File: src/rtl/assert_macros.svh
// assertion macros shared by the rtl modules
`ifndef ASSERT_MACROS_SVH
`define ASSERT_MACROS_SVH

// clocked check, masked while reset is asserted
`define ASSERT_CLKD(label, clk, rst_n, prop) \
  label: assert property (@(posedge clk) disable iff (!rst_n) prop) \
    else $error("assertion failed");

// clocked check that also holds during reset
`define ASSERT_ALWAYS(label, clk, prop) \
  label: assert property (@(posedge clk) prop) \
    else $error("assertion failed");

`endif

File: src/rtl/jsu_pkg.sv
// types and constants of the json string unescaper
`default_nettype none

package jsu_pkg;

  // parser modes
  typedef enum logic [3:0] {
    MODE_IDLE = 4'd0,
    MODE_STR  = 4'd1,
    MODE_ESC  = 4'd2,
    MODE_HEX1 = 4'd3,
    MODE_BSL  = 4'd4,
    MODE_U    = 4'd5,
    MODE_HEX2 = 4'd6
  } mode_t;

  // result status codes
  typedef enum logic [1:0] {
    ST_DATA = 2'd0,
    ST_DONE = 2'd1,
    ST_ERR  = 2'd2
  } status_t;

  // characters of the json string syntax
  localparam logic [7:0] CH_QUOTE = 8'h22;
  localparam logic [7:0] CH_BSL   = 8'h5C;
  localparam logic [7:0] CH_SLASH = 8'h2F;
  localparam logic [7:0] CH_B     = 8'h62;
  localparam logic [7:0] CH_F     = 8'h66;
  localparam logic [7:0] CH_N     = 8'h6E;
  localparam logic [7:0] CH_R     = 8'h72;
  localparam logic [7:0] CH_T     = 8'h74;
  localparam logic [7:0] CH_U     = 8'h75;

  // control bytes that the short escapes stand for
  localparam logic [7:0] BYTE_BS = 8'h08;
  localparam logic [7:0] BYTE_FF = 8'h0C;
  localparam logic [7:0] BYTE_LF = 8'h0A;
  localparam logic [7:0] BYTE_CR = 8'h0D;
  localparam logic [7:0] BYTE_HT = 8'h09;

  // top six bits of high (d800..dbff) and low (dc00..dfff) surrogates
  localparam logic [5:0] SURR_HI_TAG = 6'h36;
  localparam logic [5:0] SURR_LO_TAG = 6'h37;

  // results of one input byte: up to four data bytes, then done or error
  typedef struct packed {
    logic [2:0]      n_data;
    logic [3:0][7:0] data;
    logic            has_tail;
    status_t         tail_st;
  } bundle_t;

endpackage

`default_nettype wire

File: src/rtl/jsu_in_if.sv
// input byte channel
`default_nettype none

interface jsu_in_if;
  logic       valid;
  logic       ready;
  logic [7:0] in_byte;
  logic       in_last;

  modport source (output valid, output in_byte, output in_last, input ready);
  modport sink (input valid, input in_byte, input in_last, output ready);
endinterface

`default_nettype wire

File: src/rtl/jsu_out_if.sv
// decoded result channel
`default_nettype none

interface jsu_out_if;
  logic       valid;
  logic       ready;
  logic [7:0] out_byte;
  logic [1:0] out_status;
  logic       out_run_end;

  modport source (output valid, output out_byte, output out_status, output out_run_end,
                  input ready);
  modport sink (input valid, input out_byte, input out_status, input out_run_end,
                output ready);
endinterface

`default_nettype wire

File: src/rtl/jsu_parser.sv
// escape parser: mode state and per-byte result bundle
`default_nettype none
`include "assert_macros.svh"

module jsu_parser (
  input  wire logic            clk,
  input  wire logic            rst_n,
  input  wire logic            fire,
  input  wire logic [7:0]      in_byte,
  input  wire logic            in_last,
  output jsu_pkg::bundle_t     bundle
);

  typedef struct packed {
    logic [2:0]      n;
    logic [3:0][7:0] b;
  } utf8_t;

  // utf-8 encoding of a code point up to 10ffff
  function automatic utf8_t utf8_encode(input logic [20:0] cp);
    utf8_t r;
    r.b = '0;
    if (cp[20:7] == '0) begin
      r.n    = 3'd1;
      r.b[0] = cp[7:0];
    end else if (cp[20:11] == '0) begin
      r.n    = 3'd2;
      r.b[0] = {3'b110, cp[10:6]};
      r.b[1] = {2'b10, cp[5:0]};
    end else if (cp[20:16] == '0) begin
      r.n    = 3'd3;
      r.b[0] = {4'b1110, cp[15:12]};
      r.b[1] = {2'b10, cp[11:6]};
      r.b[2] = {2'b10, cp[5:0]};
    end else begin
      r.n    = 3'd4;
      r.b[0] = {5'b11110, cp[20:18]};
      r.b[1] = {2'b10, cp[17:12]};
      r.b[2] = {2'b10, cp[11:6]};
      r.b[3] = {2'b10, cp[5:0]};
    end
    return r;
  endfunction

  jsu_pkg::mode_t mode_r, mode_nxt;
  logic [15:0]    high_r, high_nxt;
  logic [15:0]    low_r, low_nxt;
  logic [1:0]     cnt_r, cnt_nxt;

  logic           hex_ok;
  logic [3:0]     hex_d;
  logic [15:0]    high_new;
  logic [15:0]    low_new;
  logic [20:0]    pair_cp;
  logic [20:0]    cp_sel;
  utf8_t          enc;
  logic           err;
  logic           emit_cp;

  // hex digit decode, either case
  always_comb begin
    hex_ok = 1'b1;
    hex_d  = '0;
    if (in_byte >= 8'h30 && in_byte <= 8'h39) begin
      hex_d = in_byte[3:0];
    end else if ((in_byte >= 8'h61 && in_byte <= 8'h66) ||
                 (in_byte >= 8'h41 && in_byte <= 8'h46)) begin
      hex_d = in_byte[3:0] + 4'd9;
    end else begin
      hex_ok = 1'b0;
    end
  end

  // code point of the unit in progress, and of a surrogate pair
  assign high_new = {high_r[11:0], hex_d};
  assign low_new  = {low_r[11:0], hex_d};
  assign pair_cp  = {1'b0, high_r[9:0], low_new[9:0]} + 21'h10000;
  assign cp_sel   = (mode_r == jsu_pkg::MODE_HEX2) ? pair_cp : {5'b0, high_new};
  assign enc      = utf8_encode(cp_sel);

  // next mode and results of this byte
  always_comb begin
    mode_nxt        = mode_r;
    high_nxt        = high_r;
    low_nxt         = low_r;
    cnt_nxt         = cnt_r;
    err             = 1'b0;
    emit_cp         = 1'b0;
    bundle          = '0;
    bundle.tail_st  = jsu_pkg::ST_DATA;
    case (mode_r)
      jsu_pkg::MODE_STR: begin
        if (in_byte == jsu_pkg::CH_QUOTE) begin
          bundle.has_tail = 1'b1;
          bundle.tail_st  = jsu_pkg::ST_DONE;
          mode_nxt        = jsu_pkg::MODE_IDLE;
        end else if (in_byte == jsu_pkg::CH_BSL) begin
          mode_nxt = jsu_pkg::MODE_ESC;
        end else begin
          bundle.n_data  = 3'd1;
          bundle.data[0] = in_byte;
        end
      end
      jsu_pkg::MODE_ESC: begin
        mode_nxt       = jsu_pkg::MODE_STR;
        bundle.n_data  = 3'd1;
        case (in_byte)
          jsu_pkg::CH_QUOTE, jsu_pkg::CH_BSL, jsu_pkg::CH_SLASH: bundle.data[0] = in_byte;
          jsu_pkg::CH_B: bundle.data[0] = jsu_pkg::BYTE_BS;
          jsu_pkg::CH_F: bundle.data[0] = jsu_pkg::BYTE_FF;
          jsu_pkg::CH_N: bundle.data[0] = jsu_pkg::BYTE_LF;
          jsu_pkg::CH_R: bundle.data[0] = jsu_pkg::BYTE_CR;
          jsu_pkg::CH_T: bundle.data[0] = jsu_pkg::BYTE_HT;
          jsu_pkg::CH_U: begin
            bundle.n_data = 3'd0;
            mode_nxt      = jsu_pkg::MODE_HEX1;
            high_nxt      = '0;
            cnt_nxt       = '0;
          end
          default: begin
            bundle.n_data = 3'd0;
            err           = 1'b1;
          end
        endcase
      end
      jsu_pkg::MODE_HEX1, jsu_pkg::MODE_HEX2: begin
        if (!hex_ok) begin
          err = 1'b1;
        end else begin
          if (mode_r == jsu_pkg::MODE_HEX1) begin
            high_nxt = high_new;
          end else begin
            low_nxt = low_new;
          end
          if (cnt_r != 2'd3) begin
            cnt_nxt = cnt_r + 2'd1;
          end else begin
            cnt_nxt = '0;
            if (mode_r == jsu_pkg::MODE_HEX1) begin
              if (high_new[15:10] == jsu_pkg::SURR_HI_TAG) begin
                mode_nxt = jsu_pkg::MODE_BSL;
              end else if (high_new[15:10] == jsu_pkg::SURR_LO_TAG) begin
                err = 1'b1;
              end else begin
                emit_cp  = 1'b1;
                mode_nxt = jsu_pkg::MODE_STR;
              end
            end else if (low_new[15:10] != jsu_pkg::SURR_LO_TAG) begin
              err = 1'b1;
            end else begin
              emit_cp  = 1'b1;
              mode_nxt = jsu_pkg::MODE_STR;
            end
          end
        end
        if (emit_cp) begin
          bundle.n_data = enc.n;
          bundle.data   = enc.b;
        end
      end
      jsu_pkg::MODE_BSL: begin
        if (in_byte == jsu_pkg::CH_BSL) begin
          mode_nxt = jsu_pkg::MODE_U;
        end else begin
          err = 1'b1;
        end
      end
      jsu_pkg::MODE_U: begin
        if (in_byte == jsu_pkg::CH_U) begin
          mode_nxt = jsu_pkg::MODE_HEX2;
          low_nxt  = '0;
          cnt_nxt  = '0;
        end else begin
          err = 1'b1;
        end
      end
      default: begin
        if (in_byte == jsu_pkg::CH_QUOTE) begin
          mode_nxt = jsu_pkg::MODE_STR;
        end else begin
          err = 1'b1;
        end
      end
    endcase

    // one error per byte: a fault, or text ending with the string open
    if (err || (in_last && mode_nxt != jsu_pkg::MODE_IDLE)) begin
      bundle.has_tail = 1'b1;
      bundle.tail_st  = jsu_pkg::ST_ERR;
      mode_nxt        = jsu_pkg::MODE_IDLE;
    end
    if (mode_nxt == jsu_pkg::MODE_IDLE) begin
      cnt_nxt = '0;
    end
  end

  // parser state, advanced on each input transaction
  always_ff @(posedge clk) begin
    if (!rst_n) begin
      mode_r <= jsu_pkg::MODE_IDLE;
      high_r <= '0;
      low_r  <= '0;
      cnt_r  <= '0;
    end else if (fire) begin
      mode_r <= mode_nxt;
      high_r <= high_nxt;
      low_r  <= low_nxt;
      cnt_r  <= cnt_nxt;
    end
  end

  `ASSERT_CLKD(a_last_closes, clk, rst_n, (fire && in_last) |=> (mode_r == jsu_pkg::MODE_IDLE))
  `ASSERT_CLKD(a_idle_cnt_zero, clk, rst_n, (mode_r == jsu_pkg::MODE_IDLE) |-> (cnt_r == 2'd0))
  `ASSERT_CLKD(a_done_alone, clk, rst_n,
    (bundle.has_tail && bundle.tail_st == jsu_pkg::ST_DONE) |-> (bundle.n_data == 3'd0))

endmodule

`default_nettype wire

File: src/rtl/jsu_serializer.sv
// result register that hands out one bundle entry per transaction
`default_nettype none
`include "assert_macros.svh"

module jsu_serializer (
  input  wire logic             clk,
  input  wire logic             rst_n,
  input  wire logic             fire,
  input  wire jsu_pkg::bundle_t bundle_in,
  output logic                  in_ready,
  jsu_out_if.source             out_chan
);

  jsu_pkg::bundle_t bundle_r, bundle_nxt;
  logic             valid_r, valid_nxt;
  logic [2:0]       idx_r, idx_nxt;
  logic [2:0]       total_held;
  logic [2:0]       total_in;
  logic             is_last;
  logic             pop;
  logic             load;

  assign total_held = bundle_r.n_data + {2'b0, bundle_r.has_tail};
  assign total_in   = bundle_in.n_data + {2'b0, bundle_in.has_tail};
  assign is_last    = (idx_r + 3'd1) == total_held;
  assign pop        = valid_r && out_chan.ready;
  assign load       = fire && (total_in != 3'd0);
  assign in_ready   = !valid_r || (out_chan.ready && is_last);

  // current entry: data bytes first, then the done or error tail
  always_comb begin
    out_chan.valid       = valid_r;
    out_chan.out_run_end = is_last;
    if (idx_r < bundle_r.n_data) begin
      out_chan.out_byte   = bundle_r.data[idx_r[1:0]];
      out_chan.out_status = jsu_pkg::ST_DATA;
    end else begin
      out_chan.out_byte   = '0;
      out_chan.out_status = bundle_r.tail_st;
    end
  end

  // load a new bundle or step through the held one
  always_comb begin
    bundle_nxt = bundle_r;
    valid_nxt  = valid_r;
    idx_nxt    = idx_r;
    if (load) begin
      bundle_nxt = bundle_in;
      valid_nxt  = 1'b1;
      idx_nxt    = '0;
    end else if (pop && is_last) begin
      valid_nxt = 1'b0;
    end else if (pop) begin
      idx_nxt = idx_r + 3'd1;
    end
  end

  always_ff @(posedge clk) begin
    if (!rst_n) begin
      valid_r <= 1'b0;
      idx_r   <= '0;
    end else begin
      valid_r <= valid_nxt;
      idx_r   <= idx_nxt;
    end
  end

  always_ff @(posedge clk) begin
    bundle_r <= bundle_nxt;
  end

  `ASSERT_CLKD(a_idx_in_range, clk, rst_n, valid_r |-> (idx_r < total_held))
  `ASSERT_CLKD(a_step_holds, clk, rst_n,
    (pop && !is_last) |=> (valid_r && idx_r == $past(idx_r) + 3'd1))
  `ASSERT_ALWAYS(a_no_load_busy, clk, (load && rst_n) |-> in_ready)

endmodule

`default_nettype wire

File: src/rtl/json_string_unescaper_utf8.sv
// json string unescaper: quoted json string in, utf-8 bytes and status out
// latency: first result of an input byte is offered in the cycle after its transaction
// throughput: one input byte per cycle while each byte gives at most one result and
//   the output is ready; a byte giving n results (up to 5: four utf-8 bytes and
//   an error) stalls the input until its last entry is out, one per output-ready cycle
// reset: synchronous active-low rst_n clears the parser to idle and empties the output
`default_nettype none

module json_string_unescaper_utf8 (
  input  wire logic clk,
  input  wire logic rst_n,
  jsu_in_if.sink    in_chan,
  jsu_out_if.source out_chan
);

  jsu_pkg::bundle_t bundle;
  logic             in_ready;
  logic             fire;

  assign in_chan.ready = in_ready;
  assign fire          = in_chan.valid && in_ready;

  // byte decode and parser state
  jsu_parser u_parser (
    .clk     (clk),
    .rst_n   (rst_n),
    .fire    (fire),
    .in_byte (in_chan.in_byte),
    .in_last (in_chan.in_last),
    .bundle  (bundle)
  );

  // result register and output sequencing
  jsu_serializer u_serializer (
    .clk       (clk),
    .rst_n     (rst_n),
    .fire      (fire),
    .bundle_in (bundle),
    .in_ready  (in_ready),
    .out_chan  (out_chan)
  );

endmodule

`default_nettype wire
File: src/flat_wrapper.sv
// flat-port wrapper written by rule: the top's interface ports become plain ports
module json_string_unescaper_utf8_flat 
  (clk, rst_n, in_chan_valid, in_chan_in_byte, in_chan_in_last, in_chan_ready, out_chan_valid, out_chan_out_byte, out_chan_out_status, out_chan_out_run_end, out_chan_ready);
  jsu_in_if in_chan_i ();
  jsu_out_if out_chan_i ();
  input  wire logic clk;
  input  wire logic rst_n;
  input wire logic [$bits(in_chan_i.valid)-1:0] in_chan_valid;
  input wire logic [$bits(in_chan_i.in_byte)-1:0] in_chan_in_byte;
  input wire logic [$bits(in_chan_i.in_last)-1:0] in_chan_in_last;
  output wire logic [$bits(in_chan_i.ready)-1:0] in_chan_ready;
  output wire logic [$bits(out_chan_i.valid)-1:0] out_chan_valid;
  output wire logic [$bits(out_chan_i.out_byte)-1:0] out_chan_out_byte;
  output wire logic [$bits(out_chan_i.out_status)-1:0] out_chan_out_status;
  output wire logic [$bits(out_chan_i.out_run_end)-1:0] out_chan_out_run_end;
  input wire logic [$bits(out_chan_i.ready)-1:0] out_chan_ready;
  assign in_chan_i.valid = in_chan_valid;
  assign in_chan_i.in_byte = in_chan_in_byte;
  assign in_chan_i.in_last = in_chan_in_last;
  assign in_chan_ready = in_chan_i.ready;
  assign out_chan_valid = out_chan_i.valid;
  assign out_chan_out_byte = out_chan_i.out_byte;
  assign out_chan_out_status = out_chan_i.out_status;
  assign out_chan_out_run_end = out_chan_i.out_run_end;
  assign out_chan_i.ready = out_chan_ready;
  json_string_unescaper_utf8 u_core (.clk(clk), .rst_n(rst_n), .in_chan(in_chan_i), .out_chan(out_chan_i));
endmodule
File: config.mk
export PLATFORM = sky130hd
export DESIGN_NAME = json_string_unescaper_utf8_flat
export DESIGN_NICKNAME = d
export VERILOG_FILES = /design/src/rtl/jsu_pkg.sv /design/src/rtl/jsu_in_if.sv /design/src/rtl/jsu_out_if.sv /design/src/rtl/jsu_parser.sv /design/src/rtl/jsu_serializer.sv /design/src/rtl/json_string_unescaper_utf8.sv /design/src/flat_wrapper.sv
export VERILOG_INCLUDE_DIRS = /design/src /design/src/rtl
export SDC_FILE = /design/constraint.sdc
export NUM_CORES = 1
export LEC_CHECK = 0
export ABC_CLOCK_PERIOD_IN_PS = 7340
export BUFFER_PORTS_ARGS = -buffer_cell sky130_fd_sc_hd__buf_2
export CAP_MARGIN = 20
export CORE_ASPECT_RATIO = 1.2
export CORE_MARGIN = 2
export CORE_UTILIZATION = 60
export DETAILED_ROUTE_END_ITERATION = 8
export PLACE_DENSITY_LB_ADDON = 0.12
export SLEW_MARGIN = 10
export SYNTH_ARGS = -nofsm -noshare
export SYNTH_HDL_FRONTEND = slang
export SYNTH_HIERARCHICAL = 1
export SYNTH_SLANG_ARGS = --single-unit
File: constraint.sdc
create_clock -name clk -period 7.34 [get_ports clk]
set_input_delay 1.468 -clock clk [delete_from_list [all_inputs] [get_ports clk]]
set_output_delay 1.468 -clock clk [all_outputs]
set_load 0.02 [all_outputs]
==> impl_metrics.yaml, run 1 <==
cts:
  postCtsSetupBuffers: 0
  cts.clk_slew.worst_paths_ps: 70
  post_cts_resized: 0
  tritoncts: "done"
  clk_path_buf_depth: 2
  cts_sinks: 72
  cts_root_buffer: "clkbuf_8"
  cts_made_buffers: 9
  worstSkewPairLatency_ps: 350
  cts-htree-levels: 3
  postCtsHoldBufs: 0
route:
  viasPerCell: 6.44
  first_pass_iters: 5
  dr.first_iter.drc_count: 388
  wl_um: 11000
  drcViolationCount: 0
  post_drt_wl_per_cell_um: 18.3
  vias: 3890
  ant_nets: 0
sta:
  tns_ps: 0
  slew_headroom_pct: 26.2
  worstMarginPinSlew_ps: 1100
  skew_ps: 5.92
  setup_viol_count_final: 0
  hold_violations: 0
  min_period_ps: 5260
  slew_viol_final: 0
  fin_crit_sh_pct: 71.7
  fmax_ghz: 0.190
  rsz0062_at_grt: "false"
global_routing:
  grt_usage_pct: 27.0
  overflow: 0
  antenna_found_initial: 0
  first_global_vias: 3596
  grt_max_degree: 39
  grt_pass1_wl_um: 18000
power_and_ir_drop:
  p_leak_nw: 1.75
  peakVddDrop_v: 0.000136
  powerDensity_mw_per_mm2: 167
floorplan:
  pin_count: 26
  die_w_um: 83.9
  die_height_um: 99.9
  rows: 34
  coreArea_sq_mm: 0.00736
  initial_core_util_pct: 62.4
  die-area_sq_mm: 0.00838
synth:
  syn_area_sq_mm: 0.00460
  synth_commonest_cells: "nor2_1, edfxtp_1, nand2_1, a21oi_1, dfxtp_1"
  async_flop_share_pct: 0
  syn_inst: 497
  synthFlopType: "edfxtp_1"
  synth_top_area_cell: "edfxtp_1"
  synth_top_cell_area_share_pct: 24.8
  ys_ff_latch: 72
  synth-edff-count: 38
  synth.avg_cell_area_sq_um: 9.25
  yosys_warnings: 6
  yosysMostFrequentCell: "nor2_1"
  ys_top_cells_by_area: "edfxtp_1, dfxtp_1, nor2_1, mux4_1, a21oi_1"
  ys_seq_area_share_pct: 39.6
  synth_cell_types: 76
cells_and_area:
  drive_gt1_share_pct: 12.1
  n_antenna_cell: 0
  area_growth_pct: 7.54
  finish.utilization_pct: 67.2
  nets: 536
  n_fill_cell: 607
setup_path:
  path_class: "input pin to flop"
  start_kind: "input pin"
  end_kind: "flop"
  crit_required_ps: 7340
  crit_arrival_ps: 5270
  critPathMaxFanout: 38
place:
  place_congestion: 0.881
  io_buffers: 25
  hpwlAfterDp_um: 8180
flow_run:
  drv_cap: 0
hold_path:
  hp-class: "flop to flop"
run_status:
  status: "finished, final reports clean"
## metal layers
layer / vias up / global-route usage [%] / wire length, um
met3: 24 / 5.18 / 676
met2: 166 / 45.7 / 5420
met1: 1819 / 34.5 / 4690
met4: 0 / 10.4 / 242
met5: - / 0 / 0
li1: 1881 / - / -
## report_power, final
part | internal, mW | leakage [nW] | switching (mW)
clock | 0.158 | 0.0929 | 0.146
sequential | 0.438 | 0.649 | 0.00565
combinational | 0.0284 | 1.01 | 0.0504
## critical path, stage by stage
cell and delay (ps):
buf_2 140, inv_1 90, ha_1 210, nand2_1 80, nor4_1 480, nor2_1 160, nor4b_1 330, a211oi_1 190
o41ai_2 330, nand2b_1 210, or2_1 290, ha_1 200, ha_1 190, xor2_1 240, o31ai_4 120, inv_1 110
buf_4 400
## worst paths after layout
| kind | startpoint | endpoint | slack (ps) | depth (start not counted) |
|---|---|---|---|---|
| max | in_chan_in_byte[1] | u_core/u_serializer/bundle_r[22] | 2080 | 17 |
| min | u_core/u_parser/cnt_r[1] | u_core/u_parser/cnt_r[1] | 470 | 2 |
| max reg2reg | u_core/u_parser/mode_r[2] | u_core/u_serializer/bundle_r[22] | 2410 | 13 |
| min reg2reg | u_core/u_parser/cnt_r[1] | u_core/u_parser/cnt_r[1] | 470 | 2 |
## state kept, by name (all words and copies together) (netlist names)
name	cells
u_core/u_serializer/bundle_r	38
u_core/u_serializer/idx_r	3
u_core/u_parser/high_r	12
u_core/u_serializer/out_chan.valid	1
u_core/u_parser/mode_r	4
u_core/u_parser/low_r	12
u_core/u_parser/cnt_r	2
## layout make-up
class,count,area [sq um],area share (%)
sequential,72,1820,36.9
tap,90,113,2.28
inverter,16,60.1,1.22
clock buffer,10,128,2.58
multi-input combinational,382,2610,52.7
clock inverter,6,67.6,1.37
timing repair buffer,28,148,2.99
## cell usage in the layout, fill, tap and decap left out, drive strengths merged, types with 16 or more instances in the layout
master and count:
edfxtp 38, mux2i 16, nand3 18, nor2 72, o21ai 24, nand2 36
a21oi 39, dfxtp 34, inv 17, buf 28
## cell families after synthesis
| group | after synthesis | share of synthesized area, % |
|---|---|---|
| other cells | 1 | 0.0816 |
| buf+inv | 45 | 4.17 |
| flops | 72 | 39.6 |
| simple gates | 202 | 22.8 |
| xor+xnor | 8 | 1.52 |
| mux | 25 | 8.30 |
| fa+ha+maj | 14 | 3.81 |
| compound gates | 130 | 19.6 |
## stage by stage
stage / cells / area (sq um) / hold WS, ps / total power [mW] / worst slack (ps)
detailed placement: 588 / 4750 / 453 / 0.532 / 1710
global placement: 588 / 4750 / 441 / 0.529 / 1820
global route: 604 / 4940 / 492 / 0.860 / 1660
finish: 604 / 4940 / 470 / 0.827 / 2080
CTS: 604 / 4940 / 470 / 0.835 / 2090
floorplan: 499 / 4600 / 429 / 0.507 / 1980
Power figures use the tool's default switching activity.
==> run 2: changes to the inputs <==
--- a/config.mk
+++ b/config.mk
@@ -6,12 +6,12 @@
 export SDC_FILE = /design/constraint.sdc
 export NUM_CORES = 1
 export LEC_CHECK = 0
-export ABC_CLOCK_PERIOD_IN_PS = 7340
+export ABC_CLOCK_PERIOD_IN_PS = 4250
 export BUFFER_PORTS_ARGS = -buffer_cell sky130_fd_sc_hd__buf_2
 export CAP_MARGIN = 20
 export CORE_ASPECT_RATIO = 1.2
 export CORE_MARGIN = 2
-export CORE_UTILIZATION = 60
+export CORE_UTILIZATION = 56
 export DETAILED_ROUTE_END_ITERATION = 8
 export PLACE_DENSITY_LB_ADDON = 0.12
 export SLEW_MARGIN = 10
==> constraint.sdc (replaced) <==
create_clock -name clk -period 4.25 [get_ports clk]
set_input_delay 0.85 -clock clk [delete_from_list [all_inputs] [get_ports clk]]
set_output_delay 0.85 -clock clk [all_outputs]
set_load 0.02 [all_outputs]
==> impl_metrics.yaml, run 2 (synthesis gave the netlist of run 1 again) <==
run_status:
  status: "finished, final reports clean"
floorplan:
  pin_count: 26
  initial_core_util_pct: 57.0
  coreArea_sq_mm: 0.00806
  die_w_um: 86.7
  die_height_um: 103
  rows: 36
  die-area_sq_mm: 0.00895
cells_and_area:
  regMostFlops: "u_core/u_serializer/bundle_r"
  nets: 591
  layout_commonest_cell: "nor2_1"
  largest_reg_flops: 38
  n_antenna_cell: 0
  final_cell_mix: "nor2_1, buf_4, edfxtp_1, nand2_1, a21oi_1"
  n_fill_cell: 656
  reg.largest.list: "u_core/u_serializer/bundle_r x38, u_core/u_parser/high_r x12, u_core/u_parser/low_r x12"
  finish.utilization_pct: 67.9
  area_growth_pct: 19.1
  drive_gt1_share_pct: 22.8
  finalNonFillerCells: 664
cts:
  clk_path_buf_depth: 2
  postCtsSetupBuffers: 0
  postCtsHoldBufs: 0
  cts_sinks: 72
  cts-htree-levels: 3
  worstSkewPairLatency_ps: 350
  cts_root_buffer: "clkbuf_8"
  tritoncts: "done"
  cts.clk_slew.worst_paths_ps: 70
  cts_made_buffers: 9
  post_cts_resized: 0
place:
  place_congestion: 0.928
  place_inst: 648
  hpwlAfterDp_um: 8660
  place_ws_ps: -148
  io_buffers: 25
sta:
  worst_slack_ps: 163
  slew_viol_final: 0
  skew_ps: 9.23
  fmax_ghz: 0.245
  rsz0062_at_grt: "false"
  worstMarginPinSlew_ps: 907
  fin_crit_sh_pct: 96.2
  hold_violations: 0
  min_period_ps: 4090
  slew_headroom_pct: 38.9
  setup_viol_count_final: 0
setup_path:
  slowest_stage: "or4bb_1"
  crit_arrival_ps: 4180
  end_kind: "flop"
  crit_required_ps: 4340
  critPathMaxFanout: 35
  slowest_delay_ps: 560
  start_kind: "input pin"
  path_cells: "buf_2 -> or4bb_1 -> a21oi_2 -> a21oi_4 -> nor4_1 -> o21ai_0 -> o41ai_2 -> nand2b_1 -> or2_1 -> ha_2 -> ha_4 -> xor2_2 -> o31ai_4 -> clkinvlp_4 -> buf_12"
  path_class: "input pin to flop"
  ff2ff_setup_slack_ps: 390
route:
  vias: 4094
  first_pass_iters: 7
  dr.first_iter.drc_count: 401
  viasPerCell: 6.17
  drcViolationCount: 0
  post_drt_wl_per_cell_um: 17.5
  wl_um: 11600
  ant_nets: 0
power_and_ir_drop:
  peakVddDrop_v: 0.000199
  powerDensity_mw_per_mm2: 267
  p_leak_nw: 2.04
global_routing:
  antenna_found_initial: 0
  overflow: 0
  grt_usage_pct: 26.6
  grt_pass1_wl_um: 18500
  first_global_vias: 3742
  grt_max_degree: 36
hold_path:
  hp-class: "flop to flop"
flow_run:
  drv_cap: 0
==> run 2: changes by cell type in the layout (fill, tap and decap cells not counted), sizes merged <==
cell      change
clkinvlp      +1
clkinv        -1
buf          +55
==> run 2: per-stage QoR <==
step	setup TNS (ps)	area (sq um)	hold slack [ps]	total power, mW
finish	0	5480	470	1.46
CTS	0	5470	474	1.48
global placement	-1630	5280	440	0.941
global route	0	5480	512	1.52
floorplan	-14780	4690	429	0.879
detailed placement	-5110	5280	459	0.946
==> run 2: cell type report <==
cell class | instances | area (sq um) | share of cell area, %
Multi-Input combinational cell | 382 | 2690 | 49.1
Sequential cell | 72 | 1820 | 33.3
Timing Repair Buffer | 83 | 586 | 10.7
Clock buffer | 10 | 128 | 2.33
Tap cell | 95 | 119 | 2.17
Clock inverter | 6 | 67.6 | 1.23
Inverter | 16 | 63.8 | 1.17
==> run 2: path summary, 6_finish.rpt <==
| check | from | cells after the start | end |
|---|---|---|---|
| max | in_chan_in_byte[4] | 15 | u_core/u_serializer/bundle_r[12] |
| max reg2reg | u_core/u_parser/mode_r[1] | 15 | u_core/u_serializer/bundle_r[12] |
| min reg2reg | u_core/u_parser/cnt_r[1] | 2 | u_core/u_parser/cnt_r[1] |
| min | u_core/u_parser/cnt_r[1] | 2 | u_core/u_parser/cnt_r[1] |
==> run 2: power by group <==
group	switching [mW]	total [mW]	internal, mW
Combinational	0.0948	0.165	0.0705
Clock	0.261	0.535	0.274
Sequential	0.00839	0.764	0.756
Total	0.364	1.46	1.10
==> run 2: critical path: cells and delay by family <==
kind	cells	cell delay [ps]
xor+xnor	1	180
fa+ha+maj	2	370
compound gates	5	1030
buf+inv	3	510
simple gates	4	1230
==> run 2: layer usage <==
layer | wire, um | up-vias | part of all wire, % | global-route usage, %
li1 | - | 1982 | - | -
met1 | 5030 | 1942 | 43 | 34.1
met2 | 5810 | 157 | 50 | 46.0
met3 | 579 | 13 | 5.0 | 4.05
met4 | 191 | 0 | 1.6 | 9.01
met5 | 0 | - | 0 | 0
